<file path="config.mk">
export PLATFORM = sky130hd
export DESIGN_NAME = audio_packet_framer_chunker_top
export DESIGN_NICKNAME = d
export VERILOG_FILES = /design/src/hdl/apfc_pkg.sv /design/src/hdl/audio_packet_framer_chunker_top.sv /design/src/hdl/apfc_queue.sv /design/src/hdl/apfc_front.sv /design/src/hdl/apfc_back.sv
export SDC_FILE = /design/constraint.sdc
export NUM_CORES = 1
export LEC_CHECK = 0
export ABC_AREA = 1
export BUFFER_PORTS_ARGS = -buffer_cell sky130_fd_sc_hd__buf_2
export CORE_MARGIN = 5
export CORE_UTILIZATION = 54
export CTS_CLUSTER_SIZE = 20
export DETAILED_ROUTE_END_ITERATION = 7
export PLACE_DENSITY = 0.77
export RECOVER_POWER = 50
export SKIP_CTS_REPAIR_TIMING = 1
export SYNTH_ARGS = -nofsm -noshare
export SYNTH_HDL_FRONTEND = slang
export SYNTH_SLANG_ARGS = --single-unit
</file>
<file path="constraint.sdc">
create_clock -name clock -period 2.8 [get_ports clock]
set_input_delay 0.28 -clock clock [delete_from_list [all_inputs] [get_ports clock]]
set_output_delay 0.28 -clock clock [all_outputs]
set_load 0.02 [all_outputs]
</file>
<file path="src/hdl/apfc_pkg.sv">
// ----------------------------------------------------------------------------
// apfc_pkg
// Shared types, constants and helper functions of the audio packet framer.
// ----------------------------------------------------------------------------
package apfc_pkg;

   // Frame geometry
   localparam int PAYLOAD_BYTES = 160;
   localparam int CHUNK_BYTES   = 62;
   localparam int HEADER_BYTES  = 14;

   localparam int POS_W  = 11;
   localparam int CP_W   = 8;
   localparam int HIDX_W = 4;

   // Queue between front and back
   localparam int QUEUE_DEPTH = 4;
   localparam int QPTR_W      = $clog2(QUEUE_DEPTH);

   localparam int PAYLOAD_WORDS = (PAYLOAD_BYTES + 1) / 2;
   localparam bit PAYLOAD_ODD   = (PAYLOAD_BYTES % 2) == 1;

   localparam logic [POS_W-1:0]  LAST_POS  = POS_W'(PAYLOAD_BYTES - 1);
   localparam logic [CP_W-1:0]   LAST_CP   = CP_W'(CHUNK_BYTES - 1);
   localparam logic [HIDX_W-1:0] LAST_HIDX = HIDX_W'(HEADER_BYTES - 1);

   // Header and stream constants
   localparam logic [31:0] SYNC_WORD   = 32'hE4E5_AB2D;
   localparam logic [15:0] MSG_ID      = 16'h2000;
   localparam logic [1:0]  PROTO_BITS  = 2'b01;
   localparam logic [15:0] CHECK_INIT  = 16'hAAAA;
   localparam logic [7:0]  MARK_LO     = 8'h31;
   localparam logic [7:0]  MARK_HI     = 8'h60;

   // Header word positions
   localparam logic [2:0] HW_SYNC_LO = 3'd0;
   localparam logic [2:0] HW_SYNC_HI = 3'd1;
   localparam logic [2:0] HW_LENGTH  = 3'd2;
   localparam logic [2:0] HW_SEQ_LO  = 3'd3;
   localparam logic [2:0] HW_SEQ_HI  = 3'd4;
   localparam logic [2:0] HW_MSG_ID  = 3'd5;
   localparam logic [2:0] HW_FLAGS   = 3'd6;

   // Register indexes
   localparam logic [1:0] REG_CONTROLLER_INDEX = 2'd0;
   localparam logic [1:0] REG_TIMESLOT_INDEX   = 2'd1;
   localparam logic [1:0] REG_DEVICE_CODE      = 2'd2;

   typedef struct packed {
      logic       controller_index;
      logic       timeslot_index;
      logic [7:0] device_code;
   } cfg_type;

   // One classified payload byte in flight between front and back
   typedef struct packed {
      logic [7:0] data;
      logic       first;
      logic       last;
      logic       odd;
   } item_type;

   typedef enum logic [2:0] {
      PH_IDLE,
      PH_HDR,
      PH_PAY,
      PH_PAD,
      PH_CSLO,
      PH_CSHI,
      PH_TRAIL
   } phase_type;

   typedef enum logic [1:0] {
      MK_NONE,
      MK_LO,
      MK_BOTH
   } mark_type;

   function automatic logic [15:0] mix_word(input logic [15:0] cs, input logic [15:0] w);
      logic [15:0] x;
      x = cs ^ w;
      return {x[14:0], x[15]};
   endfunction

   function automatic logic [15:0] flags_word(input cfg_type cfg);
      return {PROTO_BITS, cfg.controller_index, cfg.timeslot_index,
              cfg.device_code[3:0], cfg.device_code};
   endfunction

   function automatic logic [15:0] hdr_word(input logic [2:0] widx,
                                            input logic [31:0] seq,
                                            input cfg_type cfg);
      logic [15:0] w;
      unique case (widx)
         HW_SYNC_LO: w = SYNC_WORD[15:0];
         HW_SYNC_HI: w = SYNC_WORD[31:16];
         HW_LENGTH:  w = 16'(PAYLOAD_WORDS);
         HW_SEQ_LO:  w = seq[15:0];
         HW_SEQ_HI:  w = seq[31:16];
         HW_MSG_ID:  w = MSG_ID;
         HW_FLAGS:   w = flags_word(cfg);
         default:    w = 16'h0000;
      endcase
      return w;
   endfunction

endpackage

</file>
<file path="src/hdl/audio_packet_framer_chunker_top.sv">
// ----------------------------------------------------------------------------
// audio_packet_framer_chunker_top
// Frames payload bytes with header and XOR-rotate checksum, in 62-byte chunks.
// ----------------------------------------------------------------------------
// Each payload byte transfer yields one or more output byte transfers, the
// last one flagged by rsp_last_of_run; rsp_frame_end marks the final byte of
// a frame. The output sequencer sends one byte per cycle unless rsp_ready
// stalls it, so an input byte holds it until all its bytes are sent: one
// for most payload bytes, also the header and a chunk mark for the first
// of a frame, also the checksum and any chunk marks for the last. A 4-entry
// queue in front of the sequencer absorbs these bursts. Register values are
// taken when a frame header is sent; write them only while the block is idle.
// ----------------------------------------------------------------------------
module audio_packet_framer_chunker_top (
   input  logic        clock,
   input  logic        reset,
   input  logic        req_valid,
   output logic        req_ready,
   input  logic [7:0]  req_payload_byte,
   output logic        rsp_valid,
   input  logic        rsp_ready,
   output logic [7:0]  rsp_link_byte,
   output logic        rsp_frame_end,
   output logic        rsp_last_of_run,
   input  logic        psel,
   input  logic        penable,
   input  logic        pwrite,
   input  logic [3:0]  paddr,
   input  logic [31:0] pwdata,
   output logic [31:0] prdata,
   output logic        pready
);

   apfc_pkg::cfg_type  cfg_ff, cfg_in;
   apfc_pkg::item_type push_item, q_item;
   logic               push_valid, push_ready;
   logic               q_valid, q_pop;
   logic               csr_write;
   logic [1:0]         csr_index;

   assign pready    = 1'b1;
   assign csr_write = psel && penable && pwrite && pready;
   assign csr_index = paddr[3:2];

   always_comb begin
      cfg_in = cfg_ff;
      if (csr_write) begin
         unique case (csr_index)
            apfc_pkg::REG_CONTROLLER_INDEX: cfg_in.controller_index = pwdata[0];
            apfc_pkg::REG_TIMESLOT_INDEX:   cfg_in.timeslot_index   = pwdata[0];
            apfc_pkg::REG_DEVICE_CODE:      cfg_in.device_code      = pwdata[7:0];
            default:                        cfg_in = cfg_ff;
         endcase
      end
   end

   always_comb begin
      unique case (csr_index)
         apfc_pkg::REG_CONTROLLER_INDEX: prdata = {31'd0, cfg_ff.controller_index};
         apfc_pkg::REG_TIMESLOT_INDEX:   prdata = {31'd0, cfg_ff.timeslot_index};
         apfc_pkg::REG_DEVICE_CODE:      prdata = {24'd0, cfg_ff.device_code};
         default:                        prdata = 32'd0;
      endcase
   end

   always_ff @(posedge clock) begin
      if (reset) begin
         cfg_ff <= '0;
      end else begin
         cfg_ff <= cfg_in;
      end
   end

   apfc_front u_front (
      .clock            (clock),
      .reset            (reset),
      .req_valid        (req_valid),
      .req_ready        (req_ready),
      .req_payload_byte (req_payload_byte),
      .push_valid       (push_valid),
      .push_ready       (push_ready),
      .push_item        (push_item)
   );

   apfc_queue u_queue (
      .clock     (clock),
      .reset     (reset),
      .in_valid  (push_valid),
      .in_ready  (push_ready),
      .in_item   (push_item),
      .out_valid (q_valid),
      .out_ready (q_pop),
      .out_item  (q_item)
   );

   apfc_back u_back (
      .clock           (clock),
      .reset           (reset),
      .cfg             (cfg_ff),
      .q_valid         (q_valid),
      .q_pop           (q_pop),
      .q_item          (q_item),
      .rsp_valid       (rsp_valid),
      .rsp_ready       (rsp_ready),
      .rsp_link_byte   (rsp_link_byte),
      .rsp_frame_end   (rsp_frame_end),
      .rsp_last_of_run (rsp_last_of_run)
   );

   // The sequencer only pulls from the queue when an entry is there
   a_pop_needs_entry: assert property (@(posedge clock) disable iff (reset)
      q_pop |-> q_valid)
      else $error("queue popped while empty");

   // The end of a frame always closes the run of its input byte
   a_frame_end_closes_run: assert property (@(posedge clock) disable iff (reset)
      (rsp_valid && rsp_frame_end) |-> rsp_last_of_run)
      else $error("frame end without last_of_run");

   // A transfer carrying frame end is followed by a fresh chunk mark
   a_fresh_chunk: assert property (@(posedge clock) disable iff (reset)
      (rsp_valid && rsp_ready && rsp_frame_end) ##1 rsp_valid
      |-> (rsp_link_byte == apfc_pkg::MARK_LO))
      else $error("frame does not start in a fresh chunk");

endmodule

</file>
<file path="src/hdl/apfc_queue.sv">
// ----------------------------------------------------------------------------
// apfc_queue
// Short FIFO of classified payload bytes between front and back.
// ----------------------------------------------------------------------------
module apfc_queue (
   input  logic              clock,
   input  logic              reset,
   input  logic              in_valid,
   output logic              in_ready,
   input  apfc_pkg::item_type in_item,
   output logic              out_valid,
   input  logic              out_ready,
   output apfc_pkg::item_type out_item
);

   apfc_pkg::item_type           slots_ff [apfc_pkg::QUEUE_DEPTH];
   logic [apfc_pkg::QPTR_W-1:0]  wr_ptr_ff, wr_ptr_in;
   logic [apfc_pkg::QPTR_W-1:0]  rd_ptr_ff, rd_ptr_in;
   logic [apfc_pkg::QPTR_W:0]    count_ff, count_in;
   logic                         push, pop;

   assign in_ready  = (count_ff != (apfc_pkg::QPTR_W+1)'(apfc_pkg::QUEUE_DEPTH));
   assign out_valid = (count_ff != '0);
   assign out_item  = slots_ff[rd_ptr_ff];
   assign push      = in_valid && in_ready;
   assign pop       = out_valid && out_ready;

   always_comb begin
      wr_ptr_in = push ? wr_ptr_ff + 1'b1 : wr_ptr_ff;
      rd_ptr_in = pop  ? rd_ptr_ff + 1'b1 : rd_ptr_ff;
      count_in  = count_ff;
      if (push && !pop) begin
         count_in = count_ff + 1'b1;
      end else if (pop && !push) begin
         count_in = count_ff - 1'b1;
      end
   end

   always_ff @(posedge clock) begin
      if (reset) begin
         wr_ptr_ff <= '0;
         rd_ptr_ff <= '0;
         count_ff  <= '0;
      end else begin
         wr_ptr_ff <= wr_ptr_in;
         rd_ptr_ff <= rd_ptr_in;
         count_ff  <= count_in;
      end
   end

   always_ff @(posedge clock) begin
      if (push) begin
         slots_ff[wr_ptr_ff] <= in_item;
      end
   end

endmodule

</file>
<file path="src/hdl/apfc_front.sv">
// ----------------------------------------------------------------------------
// apfc_front
// Takes payload bytes and tags each with its place in the frame.
// ----------------------------------------------------------------------------
module apfc_front (
   input  logic               clock,
   input  logic               reset,
   input  logic               req_valid,
   output logic               req_ready,
   input  logic [7:0]         req_payload_byte,
   output logic               push_valid,
   input  logic               push_ready,
   output apfc_pkg::item_type push_item
);

   logic [apfc_pkg::POS_W-1:0] pos_ff, pos_in;
   logic                       take, is_last;

   assign req_ready  = push_ready;
   assign push_valid = req_valid;
   assign take       = req_valid && push_ready;
   assign is_last    = (pos_ff == apfc_pkg::LAST_POS);

   always_comb begin
      push_item.data  = req_payload_byte;
      push_item.first = (pos_ff == '0);
      push_item.last  = is_last;
      push_item.odd   = pos_ff[0];
      pos_in = pos_ff;
      if (take) begin
         pos_in = is_last ? '0 : pos_ff + 1'b1;
      end
   end

   always_ff @(posedge clock) begin
      if (reset) begin
         pos_ff <= '0;
      end else begin
         pos_ff <= pos_in;
      end
   end

endmodule

</file>
<file path="src/hdl/apfc_back.sv">
// ----------------------------------------------------------------------------
// apfc_back
// Byte sequencer: header, payload, pad, checksum and chunk marks, one
// output byte per cycle when not stalled, into a registered output stage.
// ----------------------------------------------------------------------------
module apfc_back (
   input  logic               clock,
   input  logic               reset,
   input  apfc_pkg::cfg_type  cfg,
   input  logic               q_valid,
   output logic               q_pop,
   input  apfc_pkg::item_type q_item,
   output logic               rsp_valid,
   input  logic               rsp_ready,
   output logic [7:0]         rsp_link_byte,
   output logic               rsp_frame_end,
   output logic               rsp_last_of_run
);

   apfc_pkg::phase_type         phase_ff, phase_in, start_phase;
   apfc_pkg::mark_type          mark_ff, mark_in;
   logic [apfc_pkg::HIDX_W-1:0] hidx_ff, hidx_in;
   logic [apfc_pkg::CP_W-1:0]   cp_ff, cp_in;
   logic [15:0]                 cs_ff, cs_in;
   logic [7:0]                  held_ff, held_in;
   logic [31:0]                 seq_ff, seq_in;
   apfc_pkg::item_type          item_ff;

   logic                        rsp_valid_ff, rsp_valid_in;
   logic [7:0]                  rsp_byte_ff, rsp_byte_in;
   logic                        rsp_end_ff, rsp_end_in;
   logic                        rsp_last_ff, rsp_last_in;

   logic                        emit, fin, is_frame, need_mark, load;
   logic [7:0]                  out_byte, frame_byte;
   logic [15:0]                 hw;

   assign emit        = (phase_ff != apfc_pkg::PH_IDLE) && (!rsp_valid_ff || rsp_ready);
   assign need_mark   = (cp_ff == '0) && (mark_ff == apfc_pkg::MK_NONE);
   assign hw          = apfc_pkg::hdr_word(hidx_ff[apfc_pkg::HIDX_W-1:1], seq_ff, cfg);
   assign start_phase = q_item.first ? apfc_pkg::PH_HDR : apfc_pkg::PH_PAY;
   assign load        = q_valid && ((phase_ff == apfc_pkg::PH_IDLE) || (emit && fin));
   assign q_pop       = load;

   // Output selection
   always_comb begin
      unique case (phase_ff)
         apfc_pkg::PH_HDR:  frame_byte = hidx_ff[0] ? hw[15:8] : hw[7:0];
         apfc_pkg::PH_PAY:  frame_byte = item_ff.data;
         apfc_pkg::PH_CSLO: frame_byte = cs_ff[7:0];
         apfc_pkg::PH_CSHI: frame_byte = cs_ff[15:8];
         default:           frame_byte = 8'h00;
      endcase
      is_frame = 1'b0;
      fin      = 1'b0;
      priority if (phase_ff == apfc_pkg::PH_TRAIL) begin
         out_byte = (mark_ff == apfc_pkg::MK_NONE) ? apfc_pkg::MARK_LO : apfc_pkg::MARK_HI;
         fin      = (mark_ff == apfc_pkg::MK_LO);
      end else if (need_mark) begin
         out_byte = apfc_pkg::MARK_LO;
      end else if (mark_ff == apfc_pkg::MK_LO) begin
         out_byte = apfc_pkg::MARK_HI;
      end else begin
         out_byte = frame_byte;
         is_frame = 1'b1;
         fin      = ((phase_ff == apfc_pkg::PH_PAY) && !item_ff.last) ||
                    ((phase_ff == apfc_pkg::PH_CSHI) && (cp_ff != apfc_pkg::LAST_CP));
      end
   end

   // Next state
   always_comb begin
      phase_in = phase_ff;
      mark_in  = mark_ff;
      hidx_in  = hidx_ff;
      if (emit && fin) begin
         phase_in = q_valid ? start_phase : apfc_pkg::PH_IDLE;
         mark_in  = apfc_pkg::MK_NONE;
         hidx_in  = '0;
      end else if (emit && !is_frame) begin
         mark_in = (mark_ff == apfc_pkg::MK_NONE) ? apfc_pkg::MK_LO : apfc_pkg::MK_BOTH;
      end else if (emit) begin
         mark_in = apfc_pkg::MK_NONE;
         unique case (phase_ff)
            apfc_pkg::PH_HDR: begin
               hidx_in = hidx_ff + 1'b1;
               if (hidx_ff == apfc_pkg::LAST_HIDX) begin
                  phase_in = apfc_pkg::PH_PAY;
               end
            end
            apfc_pkg::PH_PAY:  phase_in = apfc_pkg::PAYLOAD_ODD ? apfc_pkg::PH_PAD
                                                                : apfc_pkg::PH_CSLO;
            apfc_pkg::PH_PAD:  phase_in = apfc_pkg::PH_CSLO;
            apfc_pkg::PH_CSLO: phase_in = apfc_pkg::PH_CSHI;
            apfc_pkg::PH_CSHI: phase_in = apfc_pkg::PH_TRAIL;
            default:           phase_in = phase_ff;
         endcase
      end else if (phase_ff == apfc_pkg::PH_IDLE && q_valid) begin
         phase_in = start_phase;
      end
   end

   // Frame datapath
   always_comb begin
      cp_in   = cp_ff;
      cs_in   = cs_ff;
      held_in = held_ff;
      seq_in  = seq_ff;
      if (emit && is_frame) begin
         cp_in = ((cp_ff == apfc_pkg::LAST_CP) || (phase_ff == apfc_pkg::PH_CSHI))
                 ? '0 : cp_ff + 1'b1;
         unique case (phase_ff)
            apfc_pkg::PH_HDR: begin
               if (hidx_ff[0]) begin
                  cs_in = apfc_pkg::mix_word(cs_ff, hw);
               end
               if (hidx_ff == apfc_pkg::LAST_HIDX) begin
                  seq_in = seq_ff + 32'd1;
               end
            end
            apfc_pkg::PH_PAY: begin
               if (item_ff.odd) begin
                  cs_in = apfc_pkg::mix_word(cs_ff, {item_ff.data, held_ff});
               end else begin
                  held_in = item_ff.data;
               end
            end
            apfc_pkg::PH_PAD:  cs_in = apfc_pkg::mix_word(cs_ff, {8'h00, held_ff});
            apfc_pkg::PH_CSHI: cs_in = apfc_pkg::CHECK_INIT;
            default:           cs_in = cs_ff;
         endcase
      end
   end

   // Output stage
   always_comb begin
      rsp_valid_in = rsp_valid_ff;
      rsp_byte_in  = rsp_byte_ff;
      rsp_end_in   = rsp_end_ff;
      rsp_last_in  = rsp_last_ff;
      if (emit) begin
         rsp_valid_in = 1'b1;
         rsp_byte_in  = out_byte;
         rsp_end_in   = fin && item_ff.last;
         rsp_last_in  = fin;
      end else if (rsp_ready) begin
         rsp_valid_in = 1'b0;
      end
   end

   always_ff @(posedge clock) begin
      if (reset) begin
         phase_ff     <= apfc_pkg::PH_IDLE;
         mark_ff      <= apfc_pkg::MK_NONE;
         hidx_ff      <= '0;
         cp_ff        <= '0;
         cs_ff        <= apfc_pkg::CHECK_INIT;
         held_ff      <= '0;
         seq_ff       <= '0;
         rsp_valid_ff <= 1'b0;
      end else begin
         phase_ff     <= phase_in;
         mark_ff      <= mark_in;
         hidx_ff      <= hidx_in;
         cp_ff        <= cp_in;
         cs_ff        <= cs_in;
         held_ff      <= held_in;
         seq_ff       <= seq_in;
         rsp_valid_ff <= rsp_valid_in;
      end
   end

   always_ff @(posedge clock) begin
      if (load) begin
         item_ff <= q_item;
      end
      rsp_byte_ff <= rsp_byte_in;
      rsp_end_ff  <= rsp_end_in;
      rsp_last_ff <= rsp_last_in;
   end

   assign rsp_valid       = rsp_valid_ff;
   assign rsp_link_byte   = rsp_byte_ff;
   assign rsp_frame_end   = rsp_end_ff;
   assign rsp_last_of_run = rsp_last_ff;

endmodule

</file>
==> out/summary.txt <==
worst-skew pair later-pin latency - 440 ps
final hold viol count - 0
register area share after synthesis - 0.448
diode count - 0
crit path time final - 2570 ps
Syn. warnings - 0
Max Clock Skew - 10.7 ps
Routed Wire Length - 21.7 mm
Die H - 139 µm
first-pass GRT wire length - 35.5 mm
share of layout cells above drive strength 1 - 0.0800
Peak VDD IR - 0.779 mV
Critical Path End Type - flop
status - finished clean
cells along the critical path - inv_1 > ha_1 > nand2_1 > nor2_2 > a21oi_4 > nand2_1 > nand2_2 > nand3_1 > nand2_2 > inv_1 > ha_1 > inv_1 > fa_1 > a21oi_1 > o21ai_0 > o21ai_0 > a21oi_1
Crit Path Class - flop to flop
Crit Path Max Fanout - 6
largest family of logic cells by synthesized area - simple AND/OR/NAND/NOR gates
H-tree depth - 4
xor/xnor share of the synthesized area - 0.0402
#FFs+latches synth - 168
asr flop ratio synth - 0
R2R Setup Slk - 230 ps
initial antenna violation count - 0
Port Buf Inserts - 44
worst hold margin - 84.1 ps
Vias/cell - 5.40
1st-iter DRT viols - 590
total power - 0.00809 W
Largest delay share family, worst path - adder cells
remaining routing DRC violations - 0
most common cell after layout, fill and taps aside - nand2_1
gpl congestion - 0.980
CTS tree - done
Starting Density - 0.544
fin worst setup slack - 234 ps
commonest cells after routing, fill and taps aside - nand2_1, nor2_1, inv_1
Primary FF master, synth - dfxtp_1
worst slack, placed - 231 ps
Final Slew Violations - 0
Mapped Cells - 1166
drt first pass iters - 5
gr usage total - 0.224
DR vias - 7797
Hold Crit Class - input port to flop
Max Cap Viol - 0
P&R area growth vs syn - 10.7%
fmax - 0.390 GHz
wire per inst - 15.0 µm
Worst Max-Slew Pin Slew - 636 ps
CP Data Required Time - 3130 ps
Top-Level Pins - 96
largest net degree at the start of global routing - 40
Slowest-stage cell, CP - fa_1
fin nets - 1277
Cell Area, Synth - 0.00893 mm²
Detail Placement HPWL - 15.5 mm
Adder-Cell Fraction of Synth Area - 0.0205
post-synth cell types - 51
Largest stage delay, worst path - 370 ps
Rows - 47
syn avg cell area - 7.66 µm²
Worst-path clk slew - 80 ps
CP dominant cell by count - inv_1
multiplexer share of the synthesized area - 0
crit path launch type - flop
simple-gate share of the synthesized area - 0.248
period utilization - 0.916
die width - 139 µm
CTS buffer count - 17
Clock Tree Root - clkbuf_16
global route overflow - 0
final setup TNS - 0 ps
crit path buf inv count - 3
vias in the first global route - 7207
number of nets with antenna violations after routing - 0
CP arrival - 2900 ps
max_slew headroom - 0.574
Die Area - 0.0192 mm²
final setup violation count - 0
Post-synth EDFFs - 64
final core utilization - 0.603
Compound-Gate Fraction of Synth Area - 0.150
Pwr Density - 818 mW/mm²
CTS sink count - 168
Lkg Pwr - 3.85 nW
Placeable Area - 0.0164 mm²
clock buffer depth - 2
==> synth_stat cells (all sizes together) (4+ instances only) <==
master	number	area, µm²
xor2	34	298
nand4	9	56.3
dfxtp	104	2080
a21oi	106	542
nor2	135	543
nand2	258	983
nor3b	9	67.6
o211ai	10	75.1
ha	13	163
buf	39	282
inv	123	464
o22ai	16	100
a31oi	5	31.3
nor3	41	210
or2	4	25.0
o21ai	88	444
xnor2	7	61.3
edfxtp	64	1920
clkbuf	18	67.6
nor4	4	25.0
a221oi	4	35.0
nand3	50	268
==> registers in the layout, summed over array words and instances (netlist names), named ones only <==
signal and cells:
u_front.pos_ff 11, u_back.rsp_valid 1, u_queue.rd_ptr_ff 2, u_back.seq_ff 32
u_queue.wr_ptr_ff 2, u_queue.count_ff 3, u_back.rsp_link_byte 8, u_back.rsp_last_of_run 1
u_back.hidx_ff 4, u_back.cs_ff 16, u_back.rsp_frame_end 1, u_queue.slots_ff 44
u_back.mark_ff 2, u_back.item_ff 10, cfg_ff 10, u_back.phase_ff 3
u_back.cp_ff 8, u_back.held_ff 8
==> kinds of logic after synthesis <==
group,count (synthesis)
buffers and inverters,183
AND/OR/NAND/NOR,515
AO/OA/AOI/OAI,243
other,2
adder cells (fa/ha/maj),14
XOR/XNOR,41
flip-flops,168
==> layer usage <==
layer  vias to the layer above  part of all wire  routed length [µm]  GRT usage
met5                         -                 0                   0          0
met1                      3550              0.44                9480      0.296
li1                       3935                 -                   -          -
met2                       274              0.47               10300      0.370
met3                        38             0.067                1440     0.0490
met4                         0             0.021                 462     0.0718
==> final timing paths <==
check                                                   endpoint  cells after the start                         start
worst min-delay path            u_queue.slots_ff[3][8]$_DFFE_PP_                      1           req_payload_byte[5]
worst max register to register  u_queue.count_ff[2]$_SDFFE_PP0P_                     17  u_back.cp_ff[0]$_SDFFE_PP0P_
worst min register to register            cfg_ff[0]$_SDFFE_PP0P_                      2        cfg_ff[0]$_SDFFE_PP0P_
worst max-delay path            u_queue.count_ff[2]$_SDFFE_PP0P_                     17  u_back.cp_ff[0]$_SDFFE_PP0P_
==> worst register-to-register path: cells and delay by family, from the launching register on <==
family | cells | cell delay [ps]
AO/OA/AOI/OAI | 5 | 530
flip-flops | 1 | 360
adder cells (fa/ha/maj) | 3 | 690
buffers and inverters | 3 | 210
AND/OR/NAND/NOR | 6 | 670
==> final cells by class <==
cell class                 count  area (µm²)
fill                        1464        6520
multi-input combinational    838        4200
sequential                   168        4010
inverter                     126         475
clock buffer                  17         425
timing repair buffer          61         319
tap                          220         275
clock inverter                15         191
==> stage by stage <==
stage	cell area, µm²	std cells
after floorplan	9020	1189
after global placement	9290	1413
after detailed placement	9290	1413
after CTS	9910	1445
after global routing	9890	1445
final	9890	1445
==> power by group <==
part / leakage (nW) / switching, W / internal, W
Clock: 0.301 / 0.00118 / 0.00123
Combinational: 2.11 / 0.00164 / 0.000754
Sequential: 1.44 / 0.000267 / 0.00302
Total: 3.85 / 0.00308 / 0.00500
(Power assumes the default switching activity.)
